**src/dmd_pkg.sv**
```systemverilog
// Package for the decimal fixed-point multiply/divide block.
// Holds status codes, widths and the struct handed down the divider chain.
package dmd_pkg;

  localparam int unsigned QW = 33;  // quotient bits, remainder width
  localparam logic [31:0] SCALE = 32'd10000;
  localparam logic [63:0] HALF_SCALE = 64'd5000;
  localparam logic [32:0] POS_LIMIT = 33'h0_7FFF_FFFF;
  localparam logic [32:0] NEG_LIMIT = 33'h0_8000_0000;

  localparam logic OP_MUL = 1'b0;
  localparam logic OP_DIV = 1'b1;

  typedef enum logic [1:0] {
    ST_OK       = 2'd0,
    ST_OVERFLOW = 2'd1,
    ST_DIV_ZERO = 2'd2
  } status_t;

  // One in-flight item inside the divider chain.
  typedef struct packed {
    logic          op;
    logic          neg;
    logic          ma_nz;
    logic          ovf;
    logic          dz;
    logic [QW-1:0] d;
    logic [QW-1:0] r;
    logic [QW-1:0] n;
    logic [QW-1:0] q;
  } cell_t;

endpackage

```
**src/dmd_front.sv**
```systemverilog
// Front end: magnitudes, one shared 32x32 multiplier, dividend/divisor setup.
// Depends on dmd_pkg. Three register stages, all advancing on en.
module dmd_front import dmd_pkg::*; (
  input  logic        clk,
  input  logic        rst_n,
  input  logic        en,
  input  logic        in_vld,
  input  logic        in_op,
  input  logic [31:0] in_a,
  input  logic [31:0] in_b,
  output logic        out_vld,
  output cell_t       out_cell
);

  // stage A
  logic        a_vld_r;
  logic        a_op_r, a_neg_r, a_dz_r, a_nz_r;
  logic [31:0] a_ma_r, a_mb_r;
  // stage B
  logic        b_vld_r;
  logic        b_op_r, b_neg_r, b_dz_r, b_nz_r;
  logic [63:0] b_prod_r;
  logic [QW-1:0] b_d_r;
  // stage C
  logic        c_vld_r;
  cell_t       c_cell_r;

  logic [31:0] ma_nxt, mb_nxt, mul_b;
  logic [63:0] num;

  always_comb begin
    ma_nxt = in_a[31] ? (32'd0 - in_a) : in_a;
    mb_nxt = in_b[31] ? (32'd0 - in_b) : in_b;
    mul_b  = (a_op_r == OP_DIV) ? SCALE : a_mb_r;
    num    = b_prod_r + ((b_op_r == OP_DIV) ? 64'd0 : HALF_SCALE);
  end

  always_ff @(posedge clk) begin
    if (!rst_n) begin
      a_vld_r <= 1'b0;
      b_vld_r <= 1'b0;
      c_vld_r <= 1'b0;
    end else if (en) begin
      a_vld_r <= in_vld;
      b_vld_r <= a_vld_r;
      c_vld_r <= b_vld_r;
    end
  end

  always_ff @(posedge clk) begin
    if (en) begin
      a_op_r  <= in_op;
      a_neg_r <= in_a[31] ^ in_b[31];
      a_dz_r  <= (in_op == OP_DIV) && (in_b == 32'd0);
      a_nz_r  <= (in_a != 32'd0);
      a_ma_r  <= ma_nxt;
      a_mb_r  <= mb_nxt;

      b_op_r   <= a_op_r;
      b_neg_r  <= a_neg_r;
      b_dz_r   <= a_dz_r;
      b_nz_r   <= a_nz_r;
      b_prod_r <= a_ma_r * mul_b;
      b_d_r    <= (a_op_r == OP_DIV) ? {1'b0, a_mb_r} : {1'b0, SCALE};

      c_cell_r.op    <= b_op_r;
      c_cell_r.neg   <= b_neg_r;
      c_cell_r.dz    <= b_dz_r;
      c_cell_r.ma_nz <= b_nz_r;
      c_cell_r.d     <= b_d_r;
      // quotient of 2^33 or more is out of range anyway
      c_cell_r.ovf   <= ({2'b00, num[63:QW]} >= b_d_r);
      c_cell_r.r     <= {2'b00, num[63:QW]};
      c_cell_r.n     <= num[QW-1:0];
      c_cell_r.q     <= '0;
    end
  end

  assign out_vld  = c_vld_r;
  assign out_cell = c_cell_r;

endmodule

```
**config.mk**
```make
export PLATFORM = sky130hd
export DESIGN_NAME = dmd_front
export DESIGN_NICKNAME = d
export VERILOG_FILES = /design/src/dmd_pkg.sv /design/src/dmd_front.sv
export SDC_FILE = /design/constraint.sdc
export NUM_CORES = 2
export LEC_CHECK = 0
export ABC_AREA = 0
export ABC_CLOCK_PERIOD_IN_PS = 25200
export BUFFER_PORTS_ARGS = -buffer_cell sky130_fd_sc_hd__buf_2
export CAP_MARGIN = 20
export CORE_ASPECT_RATIO = 1.75
export CORE_UTILIZATION = 40
export DETAILED_ROUTE_END_ITERATION = 16
export SETUP_SLACK_MARGIN = 0.3
export SYNTH_ARGS = -nofsm -noshare
export SYNTH_HDL_FRONTEND = slang
export SYNTH_SLANG_ARGS = --single-unit
```
**constraint.sdc**
```tcl
create_clock -name clk -period 25.2 [get_ports clk]
set_input_delay 1.26 -clock clk [delete_from_list [all_inputs] [get_ports clk]]
set_output_delay 1.26 -clock clk [all_outputs]
set_load 0.01 [all_outputs]
```
==> results.cfg <==
[setup_path]
worstPathMaxFanout = 37
cp-start-kind = register
crit_type = reg -> reg
startpoint = a_op_r
r2r_cells = 23
r2r-start = a_op_r
endpoint_kind = register
crit_arrival_ns = 10.57
critPathRequiredTime_ns = 25.58

[layout]
post-route-util_pct = 43.1
area_delta_synth_final_pct = 7.10
final_cell_mix = 903 x inv_1, 896 x fa_1, 628 x and2_1, 530 x nand2_1, 302 x ha_1
mostFrequentLayoutCell = inv_1
layout.cells.non_filler = 6065
fill_cells = 11000
drive_gt1_share_pct = 7.21
nets = 5825

[synth]
yosys.area.top_type = fa_1
ys_seq_elements = 272
synth_edf_count = 269
ys.flop_type = edfxtp_1
synth.distinct_cells = 64
yosys_warnings = 0
ys_async_sr_fraction_pct = 0
netlist_top_cells_area = fa_1 40%, edfxtp_1 18%, and2_1 8.7%
syn_inst = 4545
synth_seq_area_share_pct = 18.0
synthDominantCellAreaShare_pct = 39.6
avgSynthCellArea_um2 = 9.97
synthesis.area_um2 = 45300

[timing]
fin_skew_ns = 0.0469
maxSlewHeadroom_pct = 20.1
max_freq_mhz = 98.1
setup_viol = 0
hold_violations = 0
maxSlewViolCount = 0
min_period_ns = 10.20
timing.hold.ws_ns = 0.422
fin_crit_sh_pct = 40.5
tightest_slew_ns = 1.20
rsz0062_at_grt = no
setup_tns_ns = 0

[detailed_routing]
vias = 31500
drt-pass1-iter-count = 5
postRouteAntennaNets = 0
via_per_inst = 5.20
drc = 0
drtIter0Drc = 1794
drt_wl_total_um = 130000
wl_per_cell_um = 21.4

[clocking]
post-cts-setup-buffers = 0
cts_buffer_depth = 3
cts_inserted_buffers = 27
post_cts_resized = 0
clkLatencyLatePin_ns = 0.62
cts-root-buf = clkbuf_16
cts_max_level = 1
ctsHoldBuffers = 0
cts_tree = done
cts_sinks = 272
clkSlewWorstSetupHoldPaths_ns = 0.07

[floorplanning]
die_h_um = 447
dieArea_um2 = 115000
top_level_ports = 207
design.core.area_um2 = 113000
rows = 163
die_w_um = 256
initial_core_util_pct = 40.3

[global_route]
grt_max_degree = 167
grt_pass1_wl_um = 200000
grt.total_usage_pct = 23.1
antenna_found_initial = 2
grt_pass1_vias = 34500
grt_overflow_total = 0

[hold_path]
hold_start = b_prod_r[2]
min_path_cells = 0
hold_class = reg -> reg

[flow_run]
max_cap_violations = 0

[placed_design]
place.gp.congestion = 0.888
dpl.cell_count = 6014
io_buffer_count = 170
place_hpwl_um = 96400

[outcome]
status = complete, no violations
## synth_stat cells (31+ instances only)
cell type,number
buf_4,36
nand2_1,530
fa_1,896
nand4_1,37
and2_1,628
a21o_1,31
nor2_1,55
nand3_1,32
xor2_1,39
a21oi_1,92
xnor2_1,140
ha_1,302
o21ai_0,68
clkbuf_1,243
edfxtp_1,269
inv_1,903
nor2b_1,39
## worst paths after layout
kind	slack [ns]	endpoint
worst min-delay path	0.42	out_cell[35]
worst max register to register	15.00	b_prod_r[57]
worst min register to register	0.42	out_cell[35]
worst max-delay path	15.00	b_prod_r[57]
## critical path, stage by stage (launching register included)
cell and delay, ns:
edfxtp_1 0.32, buf_4 0.38, buf_4 0.55, or2_2 0.76, and2_1 0.25, fa_1 0.45, fa_1 0.54, inv_1 0.05
fa_1 0.49, fa_1 0.51, inv_1 0.05, fa_1 0.59, fa_1 0.47, fa_1 0.53, fa_1 0.42, ha_1 0.48
nand4_1 0.26, nor4_1 0.57, nand3_1 0.21, a211oi_1 0.54, a211oi_1 0.23, a31oi_1 0.49, a31oi_1 0.33, o311ai_0 0.46
## area by class of cell
type / count / area, um2 / area share [%]
diodes: 2 / 5.00 / 0.0103
clock buffers: 31 / 701 / 1.44
clock inverters: 18 / 231 / 0.477
inverters: 903 / 3390 / 6.98
multi-input cells: 3125 / 32900 / 67.7
flip-flops and latches: 272 / 8140 / 16.8
well taps: 1485 / 1860 / 3.83
repair buffers: 229 / 1340 / 2.76
## layer usage
| layer | GRT usage [%] | wire length [um] | up-vias |
|---|---|---|---|
| li1 | - | - | 13700 |
| met1 | 25.8 | 47500 | 16400 |
| met2 | 44.0 | 69500 | 1090 |
| met3 | 2.57 | 6960 | 313 |
| met4 | 9.66 | 5760 | 0 |
| met5 | 0 | 0 | - |
## through the flow
stage / setup slack, ns / instance area [um2]
final: 15.00 / 48500
after global routing: 14.51 / 48500
after CTS: 14.82 / 48500
after detailed placement: 14.83 / 47600
after global placement: 14.97 / 47600
after floorplan: 17.21 / 45500
## cell families (layout without fill, tap and decap cells)
family                   count (synthesis)  after routing  synth area share [%]
AO/OA/AOI/OAI                          289            289                  4.06
buffers and inverters                 1183           1181                  10.1
flip-flops                             272            272                  18.0
multiplexers                             3              3                0.0663
AND/OR/NAND/NOR                       1420           1420                  16.4
XOR/XNOR                               179            179                  3.46
other                                    1             38               0.00827
adder cells (fa/ha/maj)               1198           1198                  47.9
## state kept, by name, indices dropped and copies added, names as in the netlist, 32 cells and up
register	cells
b_d_r	32
a_mb_r	32
b_prod_r	64
a_ma_r	32
out_cell	101
Power is not shown: default switching activity piles up to over one toggle a cycle in this logic, so the estimate is an artifact.
