<file path="config.mk">
export PLATFORM = sky130hd
export DESIGN_NAME = dmd_div_cell
export DESIGN_NICKNAME = d
export VERILOG_FILES = /design/src/dmd_pkg.sv /design/src/dmd_div_cell.sv
export SDC_FILE = /design/constraint.sdc
export NUM_CORES = 1
export LEC_CHECK = 0
export BUFFER_PORTS_ARGS = -buffer_cell sky130_fd_sc_hd__buf_2
export CAP_MARGIN = 20
export CORE_ASPECT_RATIO = 0.75
export CORE_MARGIN = 2
export CORE_UTILIZATION = 43
export CTS_CLUSTER_DIAMETER = 150
export DETAILED_ROUTE_END_ITERATION = 6
export PLACE_DENSITY = 0.76
export SYNTH_ARGS = -nofsm -noshare
export SYNTH_HDL_FRONTEND = slang
export SYNTH_SLANG_ARGS = --single-unit
</file>
<file path="constraint.sdc">
create_clock -name clk -period 3.06 [get_ports clk]
set_input_delay 0.765 -clock clk [delete_from_list [all_inputs] [get_ports clk]]
set_output_delay 0.765 -clock clk [all_outputs]
set_load 0.1 [all_outputs]
</file>
<file path="src/dmd_pkg.sv">
// Package for the decimal fixed-point multiply/divide block.
// Holds status codes, widths and the struct handed down the divider chain.
package dmd_pkg;

  localparam int unsigned QW = 33;  // quotient bits, remainder width
  localparam logic [31:0] SCALE = 32'd10000;
  localparam logic [63:0] HALF_SCALE = 64'd5000;
  localparam logic [32:0] POS_LIMIT = 33'h0_7FFF_FFFF;
  localparam logic [32:0] NEG_LIMIT = 33'h0_8000_0000;

  localparam logic OP_MUL = 1'b0;
  localparam logic OP_DIV = 1'b1;

  typedef enum logic [1:0] {
    ST_OK       = 2'd0,
    ST_OVERFLOW = 2'd1,
    ST_DIV_ZERO = 2'd2
  } status_t;

  // One in-flight item inside the divider chain.
  typedef struct packed {
    logic          op;
    logic          neg;
    logic          ma_nz;
    logic          ovf;
    logic          dz;
    logic [QW-1:0] d;
    logic [QW-1:0] r;
    logic [QW-1:0] n;
    logic [QW-1:0] q;
  } cell_t;

endpackage

</file>
<file path="src/dmd_div_cell.sv">
// One restoring-division cell: brings in one dividend bit, makes one quotient bit.
// Depends on dmd_pkg.
module dmd_div_cell import dmd_pkg::*; (
  input  logic  clk,
  input  logic  rst_n,
  input  logic  en,
  input  logic  in_vld,
  input  cell_t in_cell,
  output logic  out_vld,
  output cell_t out_cell
);

  logic    vld_r;
  cell_t   cell_r, cell_nxt;
  logic [QW:0] trial;
  logic        take;

  always_comb begin
    cell_nxt = in_cell;
    trial    = {in_cell.r, in_cell.n[QW-1]};
    take     = (trial >= {1'b0, in_cell.d});
    cell_nxt.r = take ? QW'(trial - {1'b0, in_cell.d}) : trial[QW-1:0];
    cell_nxt.n = {in_cell.n[QW-2:0], 1'b0};
    cell_nxt.q = {in_cell.q[QW-2:0], take};
  end

  always_ff @(posedge clk) begin
    if (!rst_n) begin
      vld_r <= 1'b0;
    end else if (en) begin
      vld_r <= in_vld;
    end
  end

  always_ff @(posedge clk) begin
    if (en) begin
      cell_r <= cell_nxt;
    end
  end

  assign out_vld  = vld_r;
  assign out_cell = cell_r;

endmodule

</file>
==> qor.yml, run 1 <==
ant_nets: 0
final_layout_size_suffix_gt1_share_pct: 48.8
antenna_found_initial: 1
synth_cells: 491
worstPathRequired_ns: 3.23
numCtsBuffers: 17
path_class: "in -> reg"
numPortBuffers: 276
critPathArrivalTime_ns: 3.19
leakage_nw: 4.43
core_area_um2: 14600
clock_latency_ns: 0.41
multi_input_area_um2: 2220
cts.sinks: 137
synth-simple-area-share_pct: 6.89
ys.flop_type: "edfxtp_1"
io_pins: 279
synth_warnings: 0
grt_pass1_wl_um: 26300
num_vias: 5252
synthAdderAreaFrac_pct: 6.64
wl_per_cell_um: 15.6
synth_area_leaders: "edfxtp_1 63%, ha_1 6.3%, a21oi_1 3.7%"
synth_top_family_by_area: "compound AO/OA/AOI/OAI gates"
hold_class: "in -> reg"
cp-end-kind: "register"
muxShareOfSynthArea_pct: 2.78
synth_compound_area_share_pct: 13.1
cts_tree: "done"
syn_nets: 666
layout.area.seq_um2: 4100
drv_cap: 0
finalMaxSlewViolations: 0
powerDensity_nw_per_um2: 713
setup_viol: 0
path_clk_slew_ns: 0.06
drt-vias-per-instance: 4.83
clock_path_buffers: 2
firstDrtPassIters: 5
synth-edff-count: 136
dieArea_um2: 16200
track_usage_pct: 21.0
seq_area_frac_synth_pct: 62.9
finalPower_mw: 6.81
nets: 1050
rsz0062_at_grt: "yes"
htreeDepth: 4
synth_cell_types: 64
drc_errors: 0
post-route-period-util_pct: 98.9
post-synth-top-area-cell: "edfxtp_1"
ys_async_sr_fraction_pct: 0
hold_depth: 1
final-hold-violation-count: 0
slew_headroom_pct: 65.6
vdd_ir_drop_max_mv: 0.429
syn_area_per_cell_um2: 13.3
tns_ns: 0
dpl.hpwl_um: 13300
hold_buffers: 0
rows: 38
initialDrtViolationCount: 327
fillers: 1181
critPathMaxFanout: 3
routabilityCongestion: 0.893
root_buffer: "clkbuf_16"
fmax_ghz: 0.331
synth_xor_area_share_pct: 4.03
reg2reg_depth: 2
synth-seq-cells: 137
routed_wirelength_um: 17000
fp.dieH_um: 111
initial_utilization_pct: 44.5
start_kind: "primary input"
tightestPinTransition_ns: 0.520
synth_top_cell_area_share_pct: 62.6
status: "completed"
diodes: 0
area_growth_pct: 46.4
fin_skew_ns: 0
grt_pass1_vias: 5147
grt-ovfl-total: 0
syn_area_um2: 6520
grt_start_max_net_pins: 47
die_x_um: 146
fin_crit_ns: 3.02
==> through the flow <==
step	hold slack, ns	util, %	setup WS [ns]	instances	area, um2
floorplan	0.864	-	-0.0869	491	6560
global route	0.484	65.2	-0.0531	1088	9550
finish	0.519	65.2	0.0351	1088	9550
global placement	0.493	60.8	-0.465	1054	8900
detailed placement	0.540	60.8	-0.515	1054	8900
CTS	0.501	65.0	-0.00144	1087	9520
==> cell usage in the layout, fill, tap and decap left out, drive strengths merged, types with 2 or more instances in the layout <==
cell type	instances
o21a	5
nor2b	2
bufinv	3
o211ai	3
clkinv	3
nand3	6
a21boi	3
mux2i	2
a211oi	2
xnor2	18
a21oi	50
a2111oi	2
o21bai	5
nor4	2
inv	51
or3	3
ha	33
xor2	12
nor3	5
o21ai	16
and3	8
a211o	2
nand4	4
buf	375
a31o	2
mux2	14
a21o	18
edfxtp	136
nand2b	4
nand2	22
o31ai	3
clkbuf	18
a221o	3
nor2	36
==> cells by family after synthesis <==
group | Yosys count
buf+inv | 54
compound gates | 123
other cells | 1
xor+xnor | 30
fa+ha+maj | 34
mux | 16
simple gates | 96
flops | 137
==> registers in the layout, summed over array words and instances, names as in the netlist <==
register / flops
out_cell: 136
out_vld: 1
==> cell usage after synthesis (all sizes together) (2+ instances only) <==
| master | count |
|---|---|
| mux2 | 14 |
| nand3 | 6 |
| o21bai | 5 |
| a211oi | 2 |
| ha | 33 |
| a21o | 18 |
| or3 | 3 |
| o21a | 5 |
| and3 | 8 |
| a21boi | 3 |
| nor2b | 2 |
| o31ai | 3 |
| o21ai | 16 |
| a21oi | 50 |
| xor2 | 12 |
| nor2 | 36 |
| nor3 | 5 |
| a2111oi | 2 |
| buf | 9 |
| nor4 | 2 |
| nand2 | 22 |
| o211ai | 3 |
| nand4 | 4 |
| mux2i | 2 |
| a221o | 3 |
| edfxtp | 136 |
| inv | 44 |
| a211o | 2 |
| nand2b | 4 |
| xnor2 | 18 |
| a31o | 2 |
==> worst paths after layout <==
check	start	end	slack, ns
worst min register to register	out_vld	out_vld	0.54
worst max register to register	out_vld	out_vld	2.46
worst max-delay path	in_cell[65]	out_cell[98]	0.04
worst min-delay path	in_cell[20]	out_cell[21]	0.52
==> report_power, final <==
group	internal, mW	switching (mW)	leakage [nW]
clock	1.30	0.815	0.298
combinational	0.556	1.81	2.79
sequential	2.29	0.0405	1.34
total	4.14	2.67	4.43
==> layer usage <==
metal  part of all wire, %  global-route usage (%)
met5                 0.071                       0
met2                    48                    34.1
met1                    44                    27.3
met4                  0.73                    4.85
met3                   7.3                    7.04
==> worst max-delay path, stage by stage <==
cell and delay (ns):
buf_6 0.11, inv_12 0.04, ha_4 0.13, inv_2 0.03, fa_2 0.34, a21o_1 0.20
a221oi_2 0.29, o211ai_1 0.15, a21o_1 0.22, a211oi_4 0.31, o311ai_1 0.17, xor2_1 0.16
mux2_2 0.27
==> what timing repair did <==
| item | CTS | global route |
|---|---|---|
| setup endpoints to repair | 2 | 8 |
| resized for setup | 1 | 6 |
| pin swaps | 4 | 2 |
| buffers inserted | 1 | 1 |
==> cell type report <==
type                       count  share of cell area (%)
clock buffer                  18                    4.49
multi-input combinational    300                    23.2
inverter                      44                    1.86
clock inverter                14                    1.90
sequential                   137                    43.0
tap                          200                    2.62
timing repair buffer         375                    22.9
Power figures use the tool's default switching activity.
==> inputs of run 2 (changes only) <==
Settings changed: CORE_ASPECT_RATIO 0.75 to 0.9, SLEW_MARGIN set to 10.
==> run 2 against run 1 <==
  * Hold slack improved by 0.0034 ns
  * Register-to-register slack about the same
  * Worst setup slack improved by 0.040 ns
  * Count of clock-buffer cells in the layout decreased by 1
  * Cell count decreased by 0.55%
  * Total power increased by 1.8%
  * Fmax increased by 1.4%
  * Critical path depth decreased by 1
  * Largest power group unchanged
  * Routed wire length increased by 14%
  * Highest routed layer unchanged
  * Utilization increased by 0.052 points
==> qor.yml, run 2 (same netlist as run 1, synthesis figures left out) <==
num_vias: 5341  # +1.7%
track_usage_pct: 23.0  # +2.1 points
io_pins: 279  # unchanged
start_kind: "primary input"
layout_common_cells: "274 x buf_2, 136 x edfxtp_1, 88 x buf_4"
setup_viol: 0  # unchanged
final-hold-violation-count: 0  # unchanged
final_common_cell: "buf_2"
antenna_found_initial: 1  # unchanged
cts_tree: "done"
grt_pass1_vias: 5182  # +0.68%
diodes: 0  # unchanged
core_area_um2: 14800  # +0.84%
leakage_nw: 4.47  # +0.90%
nets: 1046  # -0.38%
drc_errors: 0  # unchanged
powerDensity_nw_per_um2: 720  # +0.92%
cp-end-kind: "register"
grt_start_max_net_pins: 51  # +8.5%
fp.dieH_um: 121  # +9.2%
hold_class: "in -> reg"
critPathMaxFanout: 5  # +2
critPathArrivalTime_ns: 3.15  # -0.04 ns
area_growth_pct: 47.8
drt-vias-per-instance: 4.94  # +2.3%
fin_skew_ns: 0  # unchanged
largest_reg_flops: 136  # unchanged
initial_utilization_pct: 44.2  # -0.37 points
hold_buffers: 0  # unchanged
numPortBuffers: 276  # unchanged
postLayoutSetupSlackWorst_ns: 0.0756  # +0.0405 ns
clock_latency_ns: 0.41  # about the same
path_class: "in -> reg"
rsz0062_at_grt: "yes"
path_clk_slew_ns: 0.06  # about the same
fin_crit_ns: 2.98  # -0.0405 ns
worstPathRequired_ns: 3.23  # about the same
rows: 42  # +11%
cts.sinks: 137  # unchanged
firstDrtPassIters: 4  # -1
vdd_ir_drop_max_mv: 0.460  # +7.3%
grt_pass1_wl_um: 28000  # +6.4%
clock_path_buffers: 2  # unchanged
drv_cap: 0  # unchanged
slew_headroom_pct: 65.3  # -0.30 points
wl_per_cell_um: 17.9  # +15%
root_buffer: "clkbuf_16"
fin_area_um2: 9640  # +0.92%
ant_nets: 0  # unchanged
grt-ovfl-total: 0  # unchanged
dieArea_um2: 16200  # about the same
tightestPinTransition_ns: 0.525  # +0.00458 ns
routabilityCongestion: 0.899  # +0.57%
htreeDepth: 4  # unchanged
routed_wirelength_um: 19300  # +14%
initialDrtViolationCount: 360  # +10%
rrSetupSlack_ns: 2.46  # about the same
fmax_ghz: 0.335  # +1.4%
dpl.hpwl_um: 14200  # +6.8%
status: "completed"
dpl-instance-area_um2: 8810  # -1.0%
numCtsBuffers: 17  # unchanged
finalMaxSlewViolations: 0  # unchanged
final_layout_size_suffix_gt1_share_pct: 50.0  # +1.2 points
post-route-period-util_pct: 97.5  # -1.3 points
die_x_um: 134  # -8.5%
dp_slack_ns: -0.496  # +0.0190 ns
==> run 2: final timing paths <==
check | startpoint | end | cells after the start
worst min register to register | out_vld | out_vld | 2
worst max register to register | out_vld | out_vld | 2
worst max-delay path | in_cell[102] | out_cell[70] | 12
worst min-delay path | in_cell[15] | out_cell[16] | 1
==> run 2: layout make-up <==
type                            instances  area (um2)
Clock inverter                         15         201
Multi-Input combinational cell        300        2280
Inverter                               44         178
Tap cell                              198         248
Sequential cell                       137        4100
Timing Repair Buffer                  371        2200
Fill cell                            1139        5130
Clock buffer                           17         425
==> run 2: per-layer routing <==
metal	vias up	track usage, %	share of wire [%]
met5	-	0	0.067
met4	2	6.65	1.1
met3	16	7.92	7.7
met2	194	41.4	52
met1	2534	25.9	39
li1	2595	-	-
==> run 2: report_power, final <==
group	internal (mW)	switching [mW]	leakage, nW
clock	1.32	0.872	0.306
combinational	0.577	1.84	2.82
sequential	2.29	0.0454	1.34
total	4.18	2.76	4.47
==> run 2: worst max-delay path: stages <==
cell and delay, ns:
buf_2 0.11, inv_1 0.05, ha_1 0.33, buf_4 0.13, nand3_1 0.10, or3_4 0.40
nor4_2 0.28, a21oi_1 0.11, a21boi_1 0.16, o21ai_4 0.17, clkbuf_16 0.23, mux2_1 0.31
==> run 2: through the flow <==
stage	utilization (%)	cells	TNS, ns	hold slack (ns)	power [mW]
finish	65.3	1082	0	0.522	6.94
CTS	63.9	1075	0	0.502	6.93
detailed placement	59.7	1042	-8.93	0.521	4.72
global placement	59.7	1042	-8.25	0.493	4.69
global route	65.3	1082	-0.0847	0.499	7.17
floorplan	-	491	-0.157	0.864	4.15
==> run 2: timing repair <==
action                                  CTS  global route
pin swaps                                 2             6
gates resized for setup                   0            24
setup buffers                             1             5
cloned                                    0             2
endpoints found under the setup margin    2            25
